[config.mk]
export PLATFORM = sky130hd
export DESIGN_NAME = kmsa_ctrl_flat
export DESIGN_NICKNAME = d
export VERILOG_FILES = /design/src/design/kmsa_pkg.sv /design/src/design/kmsa_cmd_if.sv /design/src/design/kmsa_res_if.sv /design/src/design/kmsa_ctrl.sv /design/src/flat_wrapper.sv
export SDC_FILE = /design/constraint.sdc
export NUM_CORES = 1
export LEC_CHECK = 0
export CAP_MARGIN = 40
export CORE_MARGIN = 2
export CORE_UTILIZATION = 50
export CTS_CLUSTER_SIZE = 10
export DETAILED_ROUTE_END_ITERATION = 12
export DONT_BUFFER_PORTS = 1
export PLACE_DENSITY = 0.62
export SYNTH_ARGS = -nofsm -noshare
export SYNTH_HDL_FRONTEND = slang
export SYNTH_SLANG_ARGS = --single-unit
[constraint.sdc]
create_clock -name clk -period 8.3 [get_ports clk]
set_input_delay 0.415 -clock clk [delete_from_list [all_inputs] [get_ports clk]]
set_output_delay 0.415 -clock clk [all_outputs]
set_load 0.05 [all_outputs]
[src/design/kmsa_pkg.sv]
// Package: sizes, codes and shared types of the kernel max-splat accumulator.
package kmsa_pkg;

  localparam int LENGTH_MAX = 4096;
  localparam int HALF_MAX   = 64;
  localparam int ACC_BITS   = 32;

  localparam int TAP_COUNT  = 2 * HALF_MAX + 1;
  localparam int ADDR_W     = $clog2(LENGTH_MAX);
  localparam int TAP_AW     = $clog2(TAP_COUNT);
  localparam int CNT_W      = ADDR_W + 1;

  localparam int OP_W       = 3;
  localparam int POS_W      = 16;
  localparam int IDX_W      = 12;
  localparam int VAL_W      = 32;
  localparam int TAP_W      = 16;
  localparam int LEN_W      = 13;
  localparam int HALF_W     = 7;
  localparam int OFF_W      = 14;
  localparam int BIN_W      = 18;
  localparam int PADDR_W    = 4;
  localparam int PDATA_W    = 32;

  localparam logic [ACC_BITS-1:0] FULL_SCALE = '1;
  localparam logic [TAP_W-1:0]    TAP_MAX    = '1;

  typedef enum logic [OP_W-1:0] {
    OP_EVENT    = 3'd0,
    OP_LOAD_TAP = 3'd1,
    OP_COMMIT   = 3'd2,
    OP_READ     = 3'd3,
    OP_WRITE    = 3'd4
  } op_t;

  typedef enum logic [1:0] {
    REG_ACTIVE_LENGTH = 2'd0,
    REG_HALF_WIDTH    = 2'd1,
    REG_PEAK_OFFSET   = 2'd2
  } reg_idx_t;

  typedef enum logic [2:0] {
    ST_CLEAR,
    ST_IDLE,
    ST_EVENT,
    ST_COMMIT,
    ST_DRAIN,
    ST_READ,
    ST_RDATA,
    ST_FINISH
  } state_t;

  typedef struct packed {
    logic [LEN_W-1:0]         active_length;
    logic [HALF_W-1:0]        half_width;
    logic signed [OFF_W-1:0]  peak_offset;
  } cfg_t;

  typedef struct packed {
    logic [ADDR_W-1:0]   pa_raddr;
    logic                pa_we;
    logic [ADDR_W-1:0]   pa_waddr;
    logic [TAP_W-1:0]    pa_wdata;
    logic [ADDR_W-1:0]   ov_raddr;
    logic                ov_we;
    logic [ADDR_W-1:0]   ov_waddr;
    logic [ACC_BITS-1:0] ov_wdata;
    logic [TAP_AW-1:0]   tp_raddr;
    logic                tp_we;
    logic [TAP_AW-1:0]   tp_waddr;
    logic [TAP_W-1:0]    tp_wdata;
  } mem_req_t;

  typedef struct packed {
    logic [TAP_W-1:0]    pa_rdata;
    logic [ACC_BITS-1:0] ov_rdata;
    logic [TAP_W-1:0]    tp_rdata;
  } mem_rsp_t;

endpackage

[src/design/kmsa_cmd_if.sv]
// Interface: command channel (valid, ready and one input item).
interface kmsa_cmd_if;
  logic                                 valid;
  logic                                 ready;
  logic [kmsa_pkg::OP_W-1:0]            op;
  logic signed [kmsa_pkg::POS_W-1:0]    position;
  logic [kmsa_pkg::IDX_W-1:0]           index;
  logic [kmsa_pkg::VAL_W-1:0]           value;

  modport source (output valid, op, position, index, value, input ready);
  modport sink   (input valid, op, position, index, value, output ready);
endinterface

[src/design/kmsa_res_if.sv]
// Interface: result channel (valid, ready and one result item).
interface kmsa_res_if;
  logic                          valid;
  logic                          ready;
  logic [kmsa_pkg::OP_W-1:0]     done_op;
  logic [kmsa_pkg::VAL_W-1:0]    read_value;
  logic                          saturated;

  modport source (output valid, done_op, read_value, saturated, input ready);
  modport sink   (input valid, done_op, read_value, saturated, output ready);
endinterface

[src/design/kmsa_ctrl.sv]
// Sequencer: op decode, read-modify-write walks over the stores, result register.
module kmsa_ctrl (
  input  logic                clk,
  input  logic                rst,
  input  kmsa_pkg::cfg_t      cfg,
  kmsa_cmd_if.sink            cmd,
  kmsa_res_if.source          res,
  output kmsa_pkg::mem_req_t  req,
  input  kmsa_pkg::mem_rsp_t  rsp
);

  localparam logic [kmsa_pkg::CNT_W-1:0] LAST_BIN = kmsa_pkg::CNT_W'(kmsa_pkg::LENGTH_MAX - 1);

  kmsa_pkg::state_t state, state_next;
  logic [kmsa_pkg::CNT_W-1:0]        cnt, cnt_next;
  logic signed [kmsa_pkg::BIN_W-1:0] base;
  logic [kmsa_pkg::TAP_AW-1:0]       tap_last;
  logic [kmsa_pkg::OP_W-1:0]         op_r;
  logic [kmsa_pkg::IDX_W-1:0]        idx_r;
  logic [kmsa_pkg::ACC_BITS-1:0]     rd_r;
  logic                              sat_r;
  logic                              s1_ev, s1_cm, s1_ok;
  logic [kmsa_pkg::ADDR_W-1:0]       s1_addr;
  logic                              out_valid;
  logic [kmsa_pkg::OP_W-1:0]         out_op;
  logic [kmsa_pkg::VAL_W-1:0]        out_value;
  logic                              out_sat;

  logic                              accept, ev_issue, cm_issue, finish;
  logic [kmsa_pkg::LEN_W-1:0]        len;
  logic [kmsa_pkg::HALF_W-1:0]       half;
  logic [kmsa_pkg::BIN_W-1:0]        bin;
  logic                              bin_ok;
  logic [kmsa_pkg::ACC_BITS:0]       sum;
  logic [kmsa_pkg::ACC_BITS-1:0]     wr_acc;
  logic [kmsa_pkg::TAP_W-1:0]        wr_tap;

  // Clamp the registers to the sizes that the stores have.
  assign len  = (cfg.active_length > kmsa_pkg::LEN_W'(kmsa_pkg::LENGTH_MAX))
              ? kmsa_pkg::LEN_W'(kmsa_pkg::LENGTH_MAX) : cfg.active_length;
  assign half = (cfg.half_width > kmsa_pkg::HALF_W'(kmsa_pkg::HALF_MAX))
              ? kmsa_pkg::HALF_W'(kmsa_pkg::HALF_MAX) : cfg.half_width;

  assign bin    = base + kmsa_pkg::BIN_W'(cnt);
  assign bin_ok = !bin[kmsa_pkg::BIN_W-1] && (bin < kmsa_pkg::BIN_W'(len));
  assign sum    = {1'b0, rsp.ov_rdata} + (kmsa_pkg::ACC_BITS + 1)'(rsp.pa_rdata);
  assign wr_acc = (64'(cmd.value) > 64'(kmsa_pkg::FULL_SCALE))
                ? kmsa_pkg::FULL_SCALE : kmsa_pkg::ACC_BITS'(cmd.value);
  assign wr_tap = (cmd.value > kmsa_pkg::VAL_W'(kmsa_pkg::TAP_MAX))
                ? kmsa_pkg::TAP_MAX : cmd.value[kmsa_pkg::TAP_W-1:0];

  assign cmd.ready      = (state == kmsa_pkg::ST_IDLE);
  assign accept         = cmd.valid && cmd.ready;
  assign res.valid      = out_valid;
  assign res.done_op    = out_op;
  assign res.read_value = out_value;
  assign res.saturated  = out_sat;

  always_comb begin
    state_next = state;
    cnt_next   = cnt;
    req        = '0;
    ev_issue   = 1'b0;
    cm_issue   = 1'b0;
    finish     = 1'b0;
    unique case (state)
      kmsa_pkg::ST_CLEAR: begin
        req.pa_we    = 1'b1;
        req.pa_waddr = cnt[kmsa_pkg::ADDR_W-1:0];
        req.ov_we    = 1'b1;
        req.ov_waddr = cnt[kmsa_pkg::ADDR_W-1:0];
        req.tp_we    = (cnt < kmsa_pkg::CNT_W'(kmsa_pkg::TAP_COUNT));
        req.tp_waddr = cnt[kmsa_pkg::TAP_AW-1:0];
        if (cnt == LAST_BIN) begin
          state_next = kmsa_pkg::ST_IDLE;
          cnt_next   = '0;
        end else begin
          cnt_next = cnt + 1'b1;
        end
      end
      kmsa_pkg::ST_IDLE: begin
        cnt_next = '0;
        if (accept) begin
          unique case (cmd.op)
            kmsa_pkg::OP_EVENT:  state_next = kmsa_pkg::ST_EVENT;
            kmsa_pkg::OP_COMMIT: state_next = kmsa_pkg::ST_COMMIT;
            kmsa_pkg::OP_READ:   state_next = kmsa_pkg::ST_READ;
            kmsa_pkg::OP_LOAD_TAP: begin
              req.tp_we    = (32'(cmd.index) < 32'(kmsa_pkg::TAP_COUNT));
              req.tp_waddr = kmsa_pkg::TAP_AW'(cmd.index);
              req.tp_wdata = wr_tap;
              state_next   = kmsa_pkg::ST_FINISH;
            end
            kmsa_pkg::OP_WRITE: begin
              req.ov_we    = (32'(cmd.index) < 32'(kmsa_pkg::LENGTH_MAX));
              req.ov_waddr = kmsa_pkg::ADDR_W'(cmd.index);
              req.ov_wdata = wr_acc;
              state_next   = kmsa_pkg::ST_FINISH;
            end
            default: state_next = kmsa_pkg::ST_FINISH;
          endcase
        end
      end
      kmsa_pkg::ST_EVENT: begin
        req.pa_raddr = bin[kmsa_pkg::ADDR_W-1:0];
        req.tp_raddr = cnt[kmsa_pkg::TAP_AW-1:0];
        ev_issue     = 1'b1;
        if (cnt == kmsa_pkg::CNT_W'(tap_last)) begin
          state_next = kmsa_pkg::ST_DRAIN;
        end else begin
          cnt_next = cnt + 1'b1;
        end
      end
      kmsa_pkg::ST_COMMIT: begin
        req.pa_raddr = cnt[kmsa_pkg::ADDR_W-1:0];
        req.ov_raddr = cnt[kmsa_pkg::ADDR_W-1:0];
        cm_issue     = 1'b1;
        if (cnt == LAST_BIN) begin
          state_next = kmsa_pkg::ST_DRAIN;
        end else begin
          cnt_next = cnt + 1'b1;
        end
      end
      kmsa_pkg::ST_DRAIN: state_next = kmsa_pkg::ST_FINISH;
      kmsa_pkg::ST_READ: begin
        req.ov_raddr = kmsa_pkg::ADDR_W'(idx_r);
        state_next   = kmsa_pkg::ST_RDATA;
      end
      kmsa_pkg::ST_RDATA: state_next = kmsa_pkg::ST_FINISH;
      kmsa_pkg::ST_FINISH: begin
        if (!out_valid || res.ready) begin
          finish     = 1'b1;
          state_next = kmsa_pkg::ST_IDLE;
        end
      end
      default: state_next = kmsa_pkg::ST_IDLE;
    endcase

    // Write back the bin read earlier in the walk, from the registered read data.
    if (s1_ev && (rsp.pa_rdata < rsp.tp_rdata)) begin
      req.pa_we    = 1'b1;
      req.pa_waddr = s1_addr;
      req.pa_wdata = rsp.tp_rdata;
    end
    if (s1_cm) begin
      req.pa_we    = 1'b1;
      req.pa_waddr = s1_addr;
      req.pa_wdata = '0;
      req.ov_we    = s1_ok;
      req.ov_waddr = s1_addr;
      req.ov_wdata = sum[kmsa_pkg::ACC_BITS] ? kmsa_pkg::FULL_SCALE
                                             : sum[kmsa_pkg::ACC_BITS-1:0];
    end
  end

  always_ff @(posedge clk) begin
    if (rst) begin
      state     <= kmsa_pkg::ST_CLEAR;
      cnt       <= '0;
      s1_ev     <= 1'b0;
      s1_cm     <= 1'b0;
      out_valid <= 1'b0;
    end else begin
      state <= state_next;
      cnt   <= cnt_next;
      s1_ev <= ev_issue && bin_ok;
      s1_cm <= cm_issue;
      if (finish) begin
        out_valid <= 1'b1;
      end else if (res.ready) begin
        out_valid <= 1'b0;
      end
    end
  end

  always_ff @(posedge clk) begin
    s1_ok   <= (cnt < kmsa_pkg::CNT_W'(len));
    s1_addr <= ev_issue ? bin[kmsa_pkg::ADDR_W-1:0] : cnt[kmsa_pkg::ADDR_W-1:0];
    if (accept) begin
      op_r     <= cmd.op;
      idx_r    <= cmd.index;
      base     <= kmsa_pkg::BIN_W'(cmd.position) - kmsa_pkg::BIN_W'(half)
                + kmsa_pkg::BIN_W'(cfg.peak_offset);
      tap_last <= kmsa_pkg::TAP_AW'({half, 1'b0});
      sat_r    <= 1'b0;
    end else if (s1_cm && s1_ok && sum[kmsa_pkg::ACC_BITS]) begin
      sat_r <= 1'b1;
    end
    if (state == kmsa_pkg::ST_RDATA) begin
      rd_r <= (32'(idx_r) < 32'(kmsa_pkg::LENGTH_MAX)) ? rsp.ov_rdata : '0;
    end
    if (finish) begin
      out_op    <= op_r;
      out_value <= (op_r == kmsa_pkg::OP_READ) ? kmsa_pkg::VAL_W'(rd_r) : '0;
      out_sat   <= (op_r == kmsa_pkg::OP_COMMIT) ? sat_r : 1'b0;
    end
  end

endmodule

[src/flat_wrapper.sv]
// flat-port wrapper written by rule: the top's interface ports become plain ports
module kmsa_ctrl_flat 
  (clk, rst, cfg, req, rsp, cmd_valid, cmd_op, cmd_position, cmd_index, cmd_value, cmd_ready, res_valid, res_done_op, res_read_value, res_saturated, res_ready);
  kmsa_cmd_if cmd_i ();
  kmsa_res_if res_i ();
  input  logic clk;
  input  logic rst;
  input  kmsa_pkg::cfg_t cfg;
  output kmsa_pkg::mem_req_t req;
  input  kmsa_pkg::mem_rsp_t rsp;
  input wire logic [$bits(cmd_i.valid)-1:0] cmd_valid;
  input wire logic [$bits(cmd_i.op)-1:0] cmd_op;
  input wire logic [$bits(cmd_i.position)-1:0] cmd_position;
  input wire logic [$bits(cmd_i.index)-1:0] cmd_index;
  input wire logic [$bits(cmd_i.value)-1:0] cmd_value;
  output wire logic [$bits(cmd_i.ready)-1:0] cmd_ready;
  output wire logic [$bits(res_i.valid)-1:0] res_valid;
  output wire logic [$bits(res_i.done_op)-1:0] res_done_op;
  output wire logic [$bits(res_i.read_value)-1:0] res_read_value;
  output wire logic [$bits(res_i.saturated)-1:0] res_saturated;
  input wire logic [$bits(res_i.ready)-1:0] res_ready;
  assign cmd_i.valid = cmd_valid;
  assign cmd_i.op = cmd_op;
  assign cmd_i.position = cmd_position;
  assign cmd_i.index = cmd_index;
  assign cmd_i.value = cmd_value;
  assign cmd_ready = cmd_i.ready;
  assign res_valid = res_i.valid;
  assign res_done_op = res_i.done_op;
  assign res_read_value = res_i.read_value;
  assign res_saturated = res_i.saturated;
  assign res_i.ready = res_ready;
  kmsa_ctrl u_core (.clk(clk), .rst(rst), .cfg(cfg), .cmd(cmd_i), .res(res_i), .req(req), .rsp(rsp));
endmodule
==> results by group <==
Status
  • Status: completed

Final layout
  • Ant. Diodes: 0
  • Synth-to-Final Area Change: 12.4%
  • Share of cells above drive strength 1: 11.2%
  • Final nets: 1503

Die
  • Full die area: 0.0226 sq mm
  • IO Count: 334
  • Initial Utilization: 51.0%
  • Die height: 150 um
  • Core Rows: 53
  • Die Wd: 150 um
  • Core ar.: 0.0210 sq mm

Logic synthesis
  • Post-synthesis cell type count: 78
  • Synthesized netlist cell count: 1203
  • Syn nets: 1465
  • Sequential area share after synthesis: 36.4%
  • Predominant post-synthesis flop cell: edfxtp_1
  • EDFF count, synth: 108
  • Top cells by area, synth: edfxtp_1 (30%), ha_1 (11%), dfxtp_1 (6.2%), and2_1 (4.5%), a21oi_1 (4.2%)
  • FFs w/ async S/R, synth: 0%
  • Syn_area_per_cell: 8.91 sq um
  • Synth warn: 0
  • Yosys top cell by area: edfxtp_1
  • Synth top area share: 30.3%
  • Mapped cell area: 0.0107 sq mm
  • Synthesized flop and latch total: 141

STA
  • Fraction of the cycle the final worst path needs: 50.2%
  • Final setup fails: 0
  • Final worst setup slack: 4.13 ns
  • Final Hold Fails: 0
  • RSZ-0062 raised after global routing: no
  • Fin Setup TNS: 0 ns
  • Final Skew: 0.00949 ns
  • Max Clock Freq: 0.240 GHz
  • Measured slew at the worst slew-check pin: 0.945 ns
  • Final Critical Period: 4.17 ns
  • Slew Limit Fails: 0
  • Rel. slew slack: 36.8%

Worst setup path
  • Crit path capture type: primary output
  • Critical path class: reg -> out
  • Critical path required time: 7.89 ns
  • Crit path DAT: 3.75 ns
  • CP Launch Type: register
  • Worst-path fanout max: 23

Placement
  • Routability cong.: 0.932
  • Pre-CTS setup slack: 4.25 ns
  • Buffers on Ports: 0
  • DP Wirelength: 26.4 mm

Global route
  • Initial antenna violation count: 0
  • Grt ovf: 0
  • Gr usage total: 29.3%
  • First-pass GRT wire length: 50.3 mm
  • Vias in the first global route: 9019
  • Pin count of the biggest net entering global routing: 67

Clock tree
  • Clk sink count: 141
  • Hold bufs inserted after CTS: 0
  • CTS Root Cell: clkbuf_16
  • # H-tree levels: 4
  • Worst-Skew Late Latency: 0.42 ns
  • Max Root-Sink Buffers: 2
  • Inserted Clock Buffers: 17
  • Clock slew at reported path FFs: 0.06 ns
  • Setup bufs post-CTS: 0
  • CTS tree: yes
  • Post-cts resize count: 0

Drt
  • Post-route ant nets: 0
  • Total Routed Length: 34.0 mm
  • Vias: 9412
  • DRC Markers: 0
  • Met1 WL: 12.7 mm
  • Vias per cell: 6.16
  • Initial DRC count: 628
  • Avg WL per Cell: 22.3 um
  • Routed wl met2: 16.7 mm
  • Met3 WL: 2.99 mm
  • DR pass1 iterations: 5
  • Top Metal Used: met4

Power and ir drop
  • Static Leak: 4.87 nW
  • Worst vdd ir: 0.122 mV
  • Pwr dens: 151 mW/mm^2

Hold path
  • Type of the worst min-delay path: in -> reg

Run
  • Total of max-cap violations: 0
==> final cells by class <==
cell class                 instances  area [sq um]
timing repair buffer              72           608
multi-input combinational        956          6400
tap                              275           344
clock inverter                    15           155
sequential                       141          3910
inverter                          53           199
clock buffer                      17           425
fill                            1919          8980
==> kinds of logic (layout without fill, tap and decap cells) <==
family | count (synthesis) | in the layout | synth area share, %
AND/OR/NAND/NOR | 456 | 456 | 21.6
buffers and inverters | 106 | 157 | 4.09
XOR/XNOR | 72 | 72 | 5.88
flip-flops | 141 | 141 | 36.4
adder cells (fa/ha/maj) | 97 | 97 | 11.6
AO/OA/AOI/OAI | 309 | 309 | 18.1
multiplexers | 22 | 22 | 2.24
==> layer usage <==
layer / vias up / global-route usage (%)
met5: - / 0
li1: 4432 / -
met1: 4421 / 33.2
met4: 0 / 14.3
met2: 469 / 51.3
met3: 90 / 7.30
==> cells in the mapped netlist (29+ instances only) <==
cell and count:
a21o_1 31, a21oi_1 90, and2_1 77, clkbuf_1 38, dfxtp_1 33, edfxtp_1 108, ha_1 93, inv_1 53
nand2_1 109, nand3_1 29, nor2_1 106, o21ai_0 79, xnor2_1 34, xor2_1 38
==> layout by cell type (no fill, tap or decap), types with 9 or more instances in the layout <==
cell type	n
o211ai_1	14
inv_1	53
and3_1	14
ha_1	93
a22oi_1	12
xor2_1	38
and2_1	77
clkbuf_16	17
nor3_1	22
o21ai_0	62
or3_1	9
nor2b_1	23
xnor2_1	34
a21oi_1	90
o21ai_1	20
edfxtp_1	108
mux2_2	14
dfxtp_1	32
nor2_1	105
nand2b_1	15
nand3_1	29
nor4_1	13
nand2_1	109
nand4_1	11
buf_4	66
a31oi_1	12
a21o_1	31
==> path summary, 6_finish.rpt <==
kind	from	cells after the start	slack, ns	to
worst min-delay path	rst	1	0.06	u_core.res.valid
worst max register to register	u_core.cnt[0]	14	4.54	u_core.s1_ev
worst min register to register	u_core.sat_r	2	0.49	u_core.sat_r
worst max-delay path	u_core.state[1]	7	4.13	req[49]
==> worst max-delay path, cell delays in order (launching register included) <==
cell	delay, ns
dfxtp_1	0.48
nor2_1	0.31
and3_2	0.58
and3_1	0.56
buf_4	0.42
and2_4	0.34
a22o_1	0.17
or3_1	0.42
==> power breakdown <==
| part | switching [mW] | total [mW] | internal [mW] |
|---|---|---|---|
| Combinational | 0.169 | 0.289 | 0.119 |
| Sequential | 0.00452 | 0.771 | 0.766 |
| Clock | 0.336 | 0.761 | 0.425 |
| Total | 0.510 | 1.82 | 1.31 |
==> stage by stage <==
stage          hold WS [ns]  power (mW)  cells  instance area, sq um  util [%]
6_report             0.0591        1.82   1529                 12000      57.3
5_1_grt              0.0488        1.90   1529                 12000      57.3
2_1_floorplan         0.428        1.01   1203                 10700         -
4_1_cts              0.0439        1.83   1529                 12000      57.3
3_5_place_dp          0.466        1.07   1497                 11500      54.5
3_3_place_gp          0.457        1.07   1438                 11000      52.1
==> flip-flops by register name, summed over array words and instances, names as in the netlist <==
| signal | flops |
|---|---|
| u_core.idx_r | 12 |
| u_core.res.saturated | 1 |
| u_core.res.valid | 1 |
| u_core.s1_ok | 1 |
| u_core.s1_ev | 1 |
| u_core.state | 3 |
| u_core.sat_r | 1 |
| u_core.s1_cm | 1 |
| u_core.op_r | 3 |
| u_core.base | 18 |
| u_core.res.done_op | 3 |
| u_core.rd_r | 32 |
| u_core.tap_last | 7 |
| u_core.s1_addr | 12 |
| u_core.res.read_value | 32 |
| u_core.cnt | 13 |
Power figures use the tool's default switching activity.
