File: config.mk
export PLATFORM = sky130hd
export DESIGN_NAME = kmsa_cfg
export DESIGN_NICKNAME = d
export VERILOG_FILES = /design/src/design/kmsa_pkg.sv /design/src/design/kmsa_cfg.sv
export SDC_FILE = /design/constraint.sdc
export NUM_CORES = 1
export LEC_CHECK = 0
export CORE_UTILIZATION = 35
export CTS_BUF_LIST = sky130_fd_sc_hd__clkbuf_2
export CTS_CLUSTER_DIAMETER = 50
export DETAILED_ROUTE_END_ITERATION = 16
export DONT_BUFFER_PORTS = 1
export PLACE_DENSITY_LB_ADDON = 0.3
export RECOVER_POWER = 25
export SYNTH_ARGS = -nofsm -noshare
export SYNTH_HDL_FRONTEND = slang
export SYNTH_SLANG_ARGS = --single-unit
File: constraint.sdc
create_clock -name clk -period 5.43 [get_ports clk]
set_input_delay 1.086 -clock clk [delete_from_list [all_inputs] [get_ports clk]]
set_output_delay 1.086 -clock clk [all_outputs]
set_load 0.01 [all_outputs]
File: src/design/kmsa_pkg.sv
// Package: sizes, codes and shared types of the kernel max-splat accumulator.
package kmsa_pkg;

  localparam int LENGTH_MAX = 4096;
  localparam int HALF_MAX   = 64;
  localparam int ACC_BITS   = 32;

  localparam int TAP_COUNT  = 2 * HALF_MAX + 1;
  localparam int ADDR_W     = $clog2(LENGTH_MAX);
  localparam int TAP_AW     = $clog2(TAP_COUNT);
  localparam int CNT_W      = ADDR_W + 1;

  localparam int OP_W       = 3;
  localparam int POS_W      = 16;
  localparam int IDX_W      = 12;
  localparam int VAL_W      = 32;
  localparam int TAP_W      = 16;
  localparam int LEN_W      = 13;
  localparam int HALF_W     = 7;
  localparam int OFF_W      = 14;
  localparam int BIN_W      = 18;
  localparam int PADDR_W    = 4;
  localparam int PDATA_W    = 32;

  localparam logic [ACC_BITS-1:0] FULL_SCALE = '1;
  localparam logic [TAP_W-1:0]    TAP_MAX    = '1;

  typedef enum logic [OP_W-1:0] {
    OP_EVENT    = 3'd0,
    OP_LOAD_TAP = 3'd1,
    OP_COMMIT   = 3'd2,
    OP_READ     = 3'd3,
    OP_WRITE    = 3'd4
  } op_t;

  typedef enum logic [1:0] {
    REG_ACTIVE_LENGTH = 2'd0,
    REG_HALF_WIDTH    = 2'd1,
    REG_PEAK_OFFSET   = 2'd2
  } reg_idx_t;

  typedef enum logic [2:0] {
    ST_CLEAR,
    ST_IDLE,
    ST_EVENT,
    ST_COMMIT,
    ST_DRAIN,
    ST_READ,
    ST_RDATA,
    ST_FINISH
  } state_t;

  typedef struct packed {
    logic [LEN_W-1:0]         active_length;
    logic [HALF_W-1:0]        half_width;
    logic signed [OFF_W-1:0]  peak_offset;
  } cfg_t;

  typedef struct packed {
    logic [ADDR_W-1:0]   pa_raddr;
    logic                pa_we;
    logic [ADDR_W-1:0]   pa_waddr;
    logic [TAP_W-1:0]    pa_wdata;
    logic [ADDR_W-1:0]   ov_raddr;
    logic                ov_we;
    logic [ADDR_W-1:0]   ov_waddr;
    logic [ACC_BITS-1:0] ov_wdata;
    logic [TAP_AW-1:0]   tp_raddr;
    logic                tp_we;
    logic [TAP_AW-1:0]   tp_waddr;
    logic [TAP_W-1:0]    tp_wdata;
  } mem_req_t;

  typedef struct packed {
    logic [TAP_W-1:0]    pa_rdata;
    logic [ACC_BITS-1:0] ov_rdata;
    logic [TAP_W-1:0]    tp_rdata;
  } mem_rsp_t;

endpackage

File: src/design/kmsa_cfg.sv
// APB register file: active length, half width and peak offset.
module kmsa_cfg (
  input  logic                            clk,
  input  logic                            rst,
  input  logic                            psel,
  input  logic                            penable,
  input  logic                            pwrite,
  input  logic [kmsa_pkg::PADDR_W-1:0]    paddr,
  input  logic [kmsa_pkg::PDATA_W-1:0]    pwdata,
  output logic [kmsa_pkg::PDATA_W-1:0]    prdata,
  output logic                            pready,
  output kmsa_pkg::cfg_t                  cfg
);

  logic wr;

  assign pready = 1'b1;
  assign wr     = psel && penable && pwrite;

  always_ff @(posedge clk) begin
    if (rst) begin
      cfg.active_length <= kmsa_pkg::LEN_W'(kmsa_pkg::LENGTH_MAX);
      cfg.half_width    <= '0;
      cfg.peak_offset   <= '0;
    end else if (wr) begin
      unique case (paddr[3:2])
        kmsa_pkg::REG_ACTIVE_LENGTH: cfg.active_length <= pwdata[kmsa_pkg::LEN_W-1:0];
        kmsa_pkg::REG_HALF_WIDTH:    cfg.half_width    <= pwdata[kmsa_pkg::HALF_W-1:0];
        kmsa_pkg::REG_PEAK_OFFSET:   cfg.peak_offset   <= pwdata[kmsa_pkg::OFF_W-1:0];
        default: ;
      endcase
    end
  end

  always_comb begin
    unique case (paddr[3:2])
      kmsa_pkg::REG_ACTIVE_LENGTH: prdata = kmsa_pkg::PDATA_W'(cfg.active_length);
      kmsa_pkg::REG_HALF_WIDTH:    prdata = kmsa_pkg::PDATA_W'(cfg.half_width);
      kmsa_pkg::REG_PEAK_OFFSET:   prdata = kmsa_pkg::PDATA_W'(cfg.peak_offset);
      default:                     prdata = '0;
    endcase
  end

endmodule

==> results of run 1 <==
-- metal layers --
layer  wire [um]  share of wire, %
met1        1730                43
met4          48               1.2
met2        1920                48
met3         290               7.3
met5           0                 0
-- kinds of logic (layout without fill, tap and decap cells) --
| kind of cell | count (synthesis) | after routing | share of synthesized area [%] |
|---|---|---|---|
| muxes | 47 | 47 | 25.9 |
| AOI/OAI and AO/OA | 7 | 7 | 1.93 |
| other | 1 | 1 | 0.206 |
| buffers and inverters | 32 | 8 | 11.3 |
| DFF | 34 | 34 | 37.5 |
| and+or+nand+nor | 71 | 71 | 23.2 |
-- power by group through the flow --
stage               logic (mW)  registers [mW]  clock network, mW
floorplan               0.0304           0.262                  0
global placement        0.0239           0.263                  0
detailed placement      0.0247           0.263                  0
CTS                     0.0247           0.258              0.124
global route            0.0264           0.258              0.138
finish                  0.0242           0.258              0.119
-- how the worst max path moves through the flow --
stage                 endpoint  depth (start not counted)
floorplan           prdata[14]                          4
global placement     prdata[1]                          3
detailed placement   prdata[1]                          3
CTS                  prdata[1]                          3
global route         prdata[1]                          3
finish               prdata[1]                          3
-- worst register-to-register path, cell delays in order (launching register included) --
cell,delay (ps)
dfxtp_1,450
nand2b_1,90
mux2i_1,150
-- cells in the final DEF (no fill, tap or decap) --
cell type	instances
mux2i_1	47
nand2b_1	47
dfxtp_1	34
nor2_1	8
nand2_1	7
o21ai_0	7
clkbuf_2	6
nor2b_1	1
and3b_2	1
nand3_1	1
nor3_1	1
nor3b_1	1
nand4_1	1
nor3b_2	1
or3b_1	1
or3_1	1
conb_1	1
clkinv_1	1
clkinv_2	1
-- per-stage QoR --
step                instance area [um^2]  hold WS (ps)  cells  utilization (%)  setup WS (ps)
CTS                                 1740           552    235             35.9           2340
finish                              1730           545    235             35.7           2340
floorplan                           1820           500    192                -           2110
global placement                    1700           514    227             35.1           2350
global route                        1730           566    235             35.7           2270
detailed placement                  1700           525    227             35.1           2340
-- layout make-up --
class,count,share of cell area [%]
Multi-Input combinational cell,126,53.6
Sequential cell,34,39.3
Tap cell,67,4.84
Clock buffer,6,1.74
Clock inverter,2,0.506
==> impl_results.md, run 1 <==
* RD Place Congestion at between 0.7 and 0.8
* Total Power at roughly 0.40 mW
* Max stage delay on crit path at 580 ps
* Sw Share at between 20 and 30%
* Initial antenna violation count at 0
* Number of setup buffers added after CTS at 0
* Rel. slew slack at a little over a third
* Synth Flop Type: dfxtp_1
* Area taken by multi-input logic gates at just over 900 um^2
* PortBufs at 0
* Core Area at 0.00485 mm^2
* Final Hold Fails at 0
* Cells after Synth at ~190
* Top cells by area, synth: dfxtp_1 (37%), mux2i_1 (26%), nand2b_1 (16%), buf_4 (8.7%), o21ai_0 (1.9%)
* Synth cell types at 18
* Max Clock Freq at about 320 MHz
* Hold EP: cfg[13]$_SDFFE_PP0P_
* Leakage at 0.715 nW
* Most used routing layer in global routing: met2
* Setup TNS at 0 ps
* RSZ-0062 raised after global routing: false
* Overflow after GRT at 0
* Cts repair resizes at 0
* Via density at 4.89
* Met2 Usage GRT at between 20% and 30%
* Final ANT Viol Nets at 0
* GR Util met3 at under 10%
* Clock skew at 0 ps
* DP HPWL at roughly 2.7 mm
* Nets at approximately 210
* Worst-skew pair later-pin latency at around 370 ps
* Register-to-register setup slack at 4670 ps
* Critical R2R Launch: cfg[24]$_SDFFE_PP0P_
* Met1 usage at ~18%
* Diode count at 0
* Status: complete, no violations
* Routed wire per std cell at roughly 17 um
* Worst-Margin Slew at 975 ps
* Gate power share at 6.0%
* Placement Rows at 25
* CTS Buf Count at 5
* Ys Warns at 0
* Largest registers: cfg x34
* Synth top cells by count: mux2i_1 (47), nand2b_1 (47), dfxtp_1 (34)
* CTS root buf: clkbuf_2
* Global-route wire length before repair at between 6 and 7 mm
* Slew Limit Fails at 0
* Reg-to-Reg End: cfg[24]$_SDFFE_PP0P_
* CP Data Required Time at 4340 ps
* Worst hold path class: register to register
* Crit path cell chain: nor2b_1 > nand2_1 > o21ai_0
* Syn nets at around 230
* Initial Utilization at roughly 37%
* Drt drc at 0
* Top-area cell type share of the netlist area at 37.5%
* Reg power frac at between 60% and 70%
* Tmin final at between 3000 and 4000 ps
* Worst Path Max Fanout at 20
* Worst vdd ir at about 0.00009 V
* Register cell area after layout at between 600 and 700 um^2
* DR iter-0 viols at 36
* Worst Path Buf+Inv at 0
* Die span in x at ~74 um
* Max clock buf depth at 2
* Pint at approximately 0.30 mW
* Htree depth at 2
* Worst EP arrival at between 2000 and 2500 ps
* Share of layout cells above drive strength 1 at ~5.4%
* CTS Sinks at 34
* Vias in the first global route at ~1200
* IO Pins at 108
* Syn Area/Cell at roughly 9.5 um^2
* Period utilisation layout at ~57%
* Min-delay src: cfg[13]$_SDFFE_PP0P_
* CP startpoint kind: input pin
* Clock power share at roughly 30%
* Crit path from: paddr[2]
* #FFs+latches synth at 34
* Final setup violation count at 0
* Top reg by flops: cfg
* Post-CTS Hold Buffers at 0
* Largest register FFs at 34
* Sw Pwr at between 0.1 and 0.15 mW
* GRT Total Usage at approximately 15%
* Worst reg2reg path depth at 2
* Seq/Total Area, Yosys at 37.5%
* Routed wire length at 3.99 mm
* CP delay by family, top: simple AND/OR/NAND/NOR gates
* Synthesis-to-finish area growth at -4.75%
* FFs w/ async S/R, synth at 0%
* Die H at roughly 74 um
* Clock transition at path regs at between 150 and 200 ps
* DR vias at between 1000 and 1500
* EDFF count, synth at 0
* Slowest stage cell on the critical path: nor2b_1
* Pre-antenna DRT Iters at 4
* Die area at 0.00548 mm^2
* CTS tree: done
* Largest net degree at the start of global routing at 50
* Fillers at between 500 and 600
* CP endpoint kind: output port
* Cell taking the most area after synthesis: dfxtp_1
* Max Cap Viol at 0
* Kind of critical path: input pin to output port
* Power Density at 232 mW/mm^2
* Hold Path Depth at 2
* Post-Syn Area at between 0.0015 and 0.002 mm^2
Note: power is estimated with default switching activity, not from simulation.
==> run 2: changes to the inputs <==
Clock period 5.43 ns to 2.75 ns, I/O delays scaled along.
==> run 2 against run 1 <==
Global-route usage grew 0.20 points. Sequential power grew 97%. Clock power grew 78%. Worst setup slack worse by 1600 ps. Power is 92% higher. Die area is the same. Via count increased by 1.9%.
==> impl_results.md, run 2 (synthesis gave the netlist of run 1 again) <==
* Pint at around 0.58 mW
* CTS Buf Count at 5
* Tmin final at approximately 2000 ps
* PortBufs at 0
* Via density at around 5.0
* DP HPWL at around 2.7 mm
* Kind of critical path: register to output port
* DR iter-0 viols at 28
* Final ANT Viol Nets at 0
* Gate power share at 6.3%
* Worst vdd ir at ~0.00025 V
* Sw Share at roughly 25%
* Cts repair resizes at 0
* Area taken by multi-input logic gates at ~920 um^2
* IO Pins at 108
* Worst-skew pair later-pin latency at about 350 ps
* Status: complete, no violations
* Worst Path Max Fanout at 19
* Final Hold Fails at 0
* Slew Limit Fails at 0
* Largest registers: cfg x34
* Clock skew at 0 ps
* Hold Path Depth at 2
* RSZ-0062 raised after global routing: false
* Initial antenna violation count at 0
* Rel. slew slack at a little under half
* Reg-to-Reg End: cfg[24]$_SDFFE_PP0P_
* Nets at 211
* Critical R2R Launch: cfg[24]$_SDFFE_PP0P_
* Overflow after GRT at 0
* Global-route wire length before repair at 6.21 mm
* Htree depth at 2
* Sw Pwr at about 0.19 mW
* Reg power frac at around 66%
* Period utilisation layout at 73.5%
* Top reg by flops: cfg
* Clock transition at path regs at around 180 ps
* Share of layout cells above drive strength 1 at under 10%
* Final setup violation count at 0
* Die H at 74.0 um
* Fillers at slightly above 500
* Placement Rows at 25
* Routed wire per std cell at approximately 17 um
* Register cell area after layout at 681 um^2
* Largest register FFs at 34
* Leakage at between 0.7 and 0.8 nW
* Vias in the first global route at approximately 1200
* CP Data Required Time at ~2200 ps
* Util after Layout at a little over a third
* CP endpoint kind: output port
* Max clock buf depth at 2
* Drt drc at 0
* CTS tree: done
* Max Cap Viol at 0
* Core Area at between 0.004 and 0.005 mm^2
* GRT Total Usage at between 10% and 20%
* Initial Utilization at 37.5%
* Worst EP arrival at around 1500 ps
* Post-CTS Hold Buffers at 0
* Worst hold path class: input pin to register
* CTS Sinks at 34
* Hold EP: cfg[13]$_SDFFE_PP0P_
* Max Clock Freq at 495 MHz
* RD Place Congestion at ~0.7
* Register-to-register setup slack at 2020 ps
* Min-delay src: pwdata[13]
* Synthesis-to-finish area growth at -4.75%
* CP startpoint kind: register
* CTS root buf: clkbuf_2
* Routed wire length at about 4.0 mm
* Die span in x at roughly 74 um
* Worst-Margin Slew at ~790 ps
* Commonest cells after routing, fill and taps aside: mux2i_1 (47), nand2b_1 (47), dfxtp_1 (34)
* Pre-antenna DRT Iters at 4
* Worst reg2reg path depth at 2
* Number of setup buffers added after CTS at 0
* DR vias at between 1000 and 1500
* Setup TNS at 0 ps
* Largest net degree at the start of global routing at 50
* Diode count at 0
* Power Density at roughly 440 mW/mm^2
* Die area at roughly 0.0055 mm^2
* Clock power share at between 20 and 30%
[run 2: layout make-up]
class                   count  area share [%]
well taps                  67            4.84
clock inverters             1           0.217
repair buffers              3           0.868
multi-input cells         126            53.3
flip-flops and latches     34            39.3
clock buffers               5            1.45
[run 2: per-stage QoR]
step / hold slack [ps] / power (mW) / instances / cell area [um^2] / setup slack, ps
2_1_floorplan: 500 / 0.577 / 192 / 1820 / 497
3_3_place_gp: 514 / 0.567 / 230 / 1720 / 992
3_5_place_dp: 519 / 0.569 / 230 / 1720 / 988
4_1_cts: 275 / 0.784 / 236 / 1750 / 695
5_1_grt: 268 / 0.807 / 236 / 1730 / 577
6_report: 307 / 0.769 / 236 / 1730 / 729
[run 2: layer usage]
metal | GRT usage [%] | share of wire, % | vias up
met2 | 24.3 | 46 | 50
met5 | 0 | 0 | -
met4 | 5.77 | 1.9 | 0
met1 | 19.3 | 44 | 551
met3 | 5.96 | 8.0 | 7
li1 | - | - | 563
[run 2: worst max-delay path by stage]
stage,start,endpoint
finish,cfg[13]$_SDFFE_PP0P_,prdata[17]
global route,cfg[13]$_SDFFE_PP0P_,prdata[28]
CTS,cfg[13]$_SDFFE_PP0P_,prdata[13]
detailed placement,paddr[2],prdata[13]
global placement,paddr[2],prdata[13]
floorplan,paddr[3],prdata[14]
[run 2: critical path, cell delays in order (launching register included)]
cell     delay, ps
dfxtp_1        450
and3b_2        200
buf_4          450
[run 2: power by group through the flow]
| stage | combinational (mW) | sequential [mW] | clock, mW |
|---|---|---|---|
| after floorplan | 0.0601 | 0.517 | 0 |
| after global placement | 0.0486 | 0.519 | 0 |
| after detailed placement | 0.0503 | 0.519 | 0 |
| after CTS | 0.0504 | 0.509 | 0.224 |
| after global routing | 0.0526 | 0.510 | 0.244 |
| final | 0.0485 | 0.508 | 0.212 |
==> run 3: changes to the inputs <==
Settings changed: ABC_AREA set to 1.
Clock period 2.75 ns to 2 ns, I/O delays scaled along.
==> run 3 against run 2 <==
Cell area rose by 0.87%. Clock skew did not move. Sequential share of layout area fell by 0.34 points. Critical path depth rose by 1. Non-clock buffer count rose by 6. Utilization rose by 0.78 points. Worst setup slack got worse by 420 ps. First-iteration DRC count rose to 3.0 times the previous value. Die area fell by 3.4%. Clock-buffer cell count rose by 1. Highest routed layer unchanged.
==> impl_results.md, run 3 <==
* Max Clock Freq at about 590 MHz
* Cell taking the most area after synthesis: dfxtp_1
* CTS Sinks at 34
* Die H at 72.8 um
* Syn nets at 309
* Reg power frac at between 60% and 70%
* Overflow after GRT at 0
* Hold Path Depth at 2
* Synth cell types at 16
* Register cell area after layout at ~700 um^2
* Final Hold Fails at 0
* Top cells by area, synth: dfxtp_1 (39%), nor2_1 (15%), nand2_1 (13%), nand3_1 (12%), buf_4 (9.9%)
* Largest register FFs at 34
* CTS Buf Count at 5
* Met1 usage at between 20% and 30%
* Initial Utilization at a little over a third
* Met2 Usage GRT at 26.3%
* Worst Path Max Fanout at 19
* Sw Pwr at ~0.34 mW
* Period utilisation layout at 84.4%
* EDFF count, synth at 0
* Synth Flop Type: dfxtp_1
* RSZ-0062 raised after global routing: false
* Top reg by flops: cfg
* Worst-Margin Slew at between 900 and 1000 ps
* CP endpoint kind: output port
* Diode count at 0
* Cts repair resizes at 0
* DP HPWL at approximately 2.9 mm
* Nets at 293
* Max Cap Viol at 0
* CTS root buf: clkbuf_2
* Area taken by multi-input logic gates at around 790 um^2
* Hold EP: cfg[33]$_SDFFE_PP1P_
* Ys Warns at 0
* Slew Limit Fails at 0
* Gate power share at between 10% and 20%
* Number of setup buffers added after CTS at 0
* Register-to-register setup slack at about 1200 ps
* Top-area cell type share of the netlist area at 38.8%
* Routed wire length at roughly 4.2 mm
* GRT Total Usage at between 10% and 20%
* Count leader, synth: nor2_1
* CTS tree: done
* Post-CTS Hold Buffers at 0
* Clock transition at path regs at between 150 and 200 ps
* Util after Layout at between 30% and 40%
* Reg-to-Reg End: cfg[33]$_SDFFE_PP1P_
* Commonest cells after routing, fill and taps aside: nor2_1 (68), nand2_1 (59), nand3_1 (42)
* Leakage at about 0.76 nW
* Pre-antenna DRT Iters at 4
* Clock skew at 0 ps
* Rel. slew slack at between 30 and 40%
* Htree depth at 2
* Placement Rows at 25
* Seq/Total Area, Yosys at about two fifths
* Drt drc at 0
* Worst reg2reg path depth at 2
* Share of layout cells above drive strength 1 at under 10%
* Worst vdd ir at around 0.00027 V
* Core Area at around 0.0048 mm^2
* Slowest stage cell on the critical path: dfxtp_1
* Cells after Synth at 268
* Fillers at 559
* Max stage delay on crit path at around 450 ps
* Kind of critical path: register to output port
* Sw Share at ~29%
* Synthesis-to-finish area growth at -0.428%
* Setup TNS at 0 ps
* Post-Layout Inst Area at about 0.0017 mm^2
* Post-Syn Area at between 0.0015 and 0.002 mm^2
* Largest net degree at the start of global routing at 35
* Largest registers: cfg x34
* IO Pins at between 100 and 150
* Worst EP arrival at between 1000 and 1500 ps
* Final setup violation count at 0
* Leading cell type in the layout, fill and taps excluded: nor2_1
* CP startpoint kind: register
* RD Place Congestion at around 0.72
* DR iter-0 viols at 84
* PortBufs at 0
* Global-route wire length before repair at around 6.6 mm
* DR vias at about 1500
* Power Density at around 660 mW/mm^2
* #FFs+latches synth at 34
* Max clock buf depth at 2
* Final ANT Viol Nets at 0
* Min-delay src: pwdata[12]
* Clock power share at between 20 and 30%
* CP Data Required Time at around 1600 ps
* Status: complete, no violations
* Via density at between 4 and 5
* Crit path cell chain: inv_1 > nor2_4 > buf_12
* Tmin final at between 1500 and 2000 ps
* Die span in x at around 73 um
* Vias in the first global route at about 1300
* Total Power at between 1 and 1.5 mW
* Area after DPL at 0.00171 mm^2
* Initial antenna violation count at 0
* FFs w/ async S/R, synth at 0%
* Routed wire per std cell at roughly 13 um
* Worst-skew pair later-pin latency at between 300 and 400 ps
* Worst hold path class: input pin to register
* Critical R2R Launch: cfg[33]$_SDFFE_PP1P_
* Most used routing layer in global routing: met2
* Syn Area/Cell at ~6.5 um^2
* GR Util met3 at between 7 and 8%
* Pint at about 0.82 mW
* Synth top cells by count: nor2_1 (70), nand2_1 (59), nand3_1 (42)
* Die area at 0.00530 mm^2
## run 3: how the worst max path moves through the flow
stage,start,end,slack (ps),cells after the start
floorplan,paddr[2],prdata[14],120,4
finish,cfg[13]$_SDFFE_PP0P_,prdata[24],310,3
global placement,rst,cfg[22]$_SDFFE_PP0P_,410,3
detailed placement,rst,cfg[7]$_SDFFE_PP0P_,400,3
global route,cfg[13]$_SDFFE_PP0P_,prdata[15],190,3
CTS,cfg[13]$_SDFFE_PP0P_,prdata[24],280,3
## run 3: critical path, delay by kind of cell, from the launching register on
family                 cells  cell delay (ps)
AND/OR/NAND/NOR            1              130
buffers and inverters      2              340
flip-flops                 1              450
## run 3: power by group through the flow
stage	Sequential, mW	Clock [mW]	Combinational, mW
floorplan	0.724	0	0.106
global placement	0.728	0	0.127
detailed placement	0.728	0	0.128
CTS	0.714	0.340	0.128
global route	0.717	0.367	0.145
finish	0.713	0.317	0.126
## run 3: cell families after synthesis
group,count (synthesis),synth area share [%]
AND/OR/NAND/NOR,175,41.0
buffers and inverters,51,16.6
flip-flops,34,38.8
AO/OA/AOI/OAI,7,3.28
other,1,0.214
## run 3: layout make-up
cell class / instances / share of cell area (%)
multi-input cells: 183 / 45.3
inverters: 19 / 4.09
clock inverters: 2 / 0.502
repair buffers: 9 / 4.59
clock buffers: 6 / 1.72
flip-flops and latches: 34 / 39.0
well taps: 67 / 4.80
## run 3: per-stage QoR
stage                     instances  setup WS [ps]  hold WS, ps
after floorplan                 268            124          511
after global placement          312            415          531
after detailed placement        312            400          533
after CTS                       320            277          119
after global routing            320            187          110
final                           320            312          149
## run 3: layer usage
layer  up-vias  wire length [um]
li1        775                 -
met1       661              1900
met2        61              1910
met3         2               350
met4         0                17
met5         -                 0
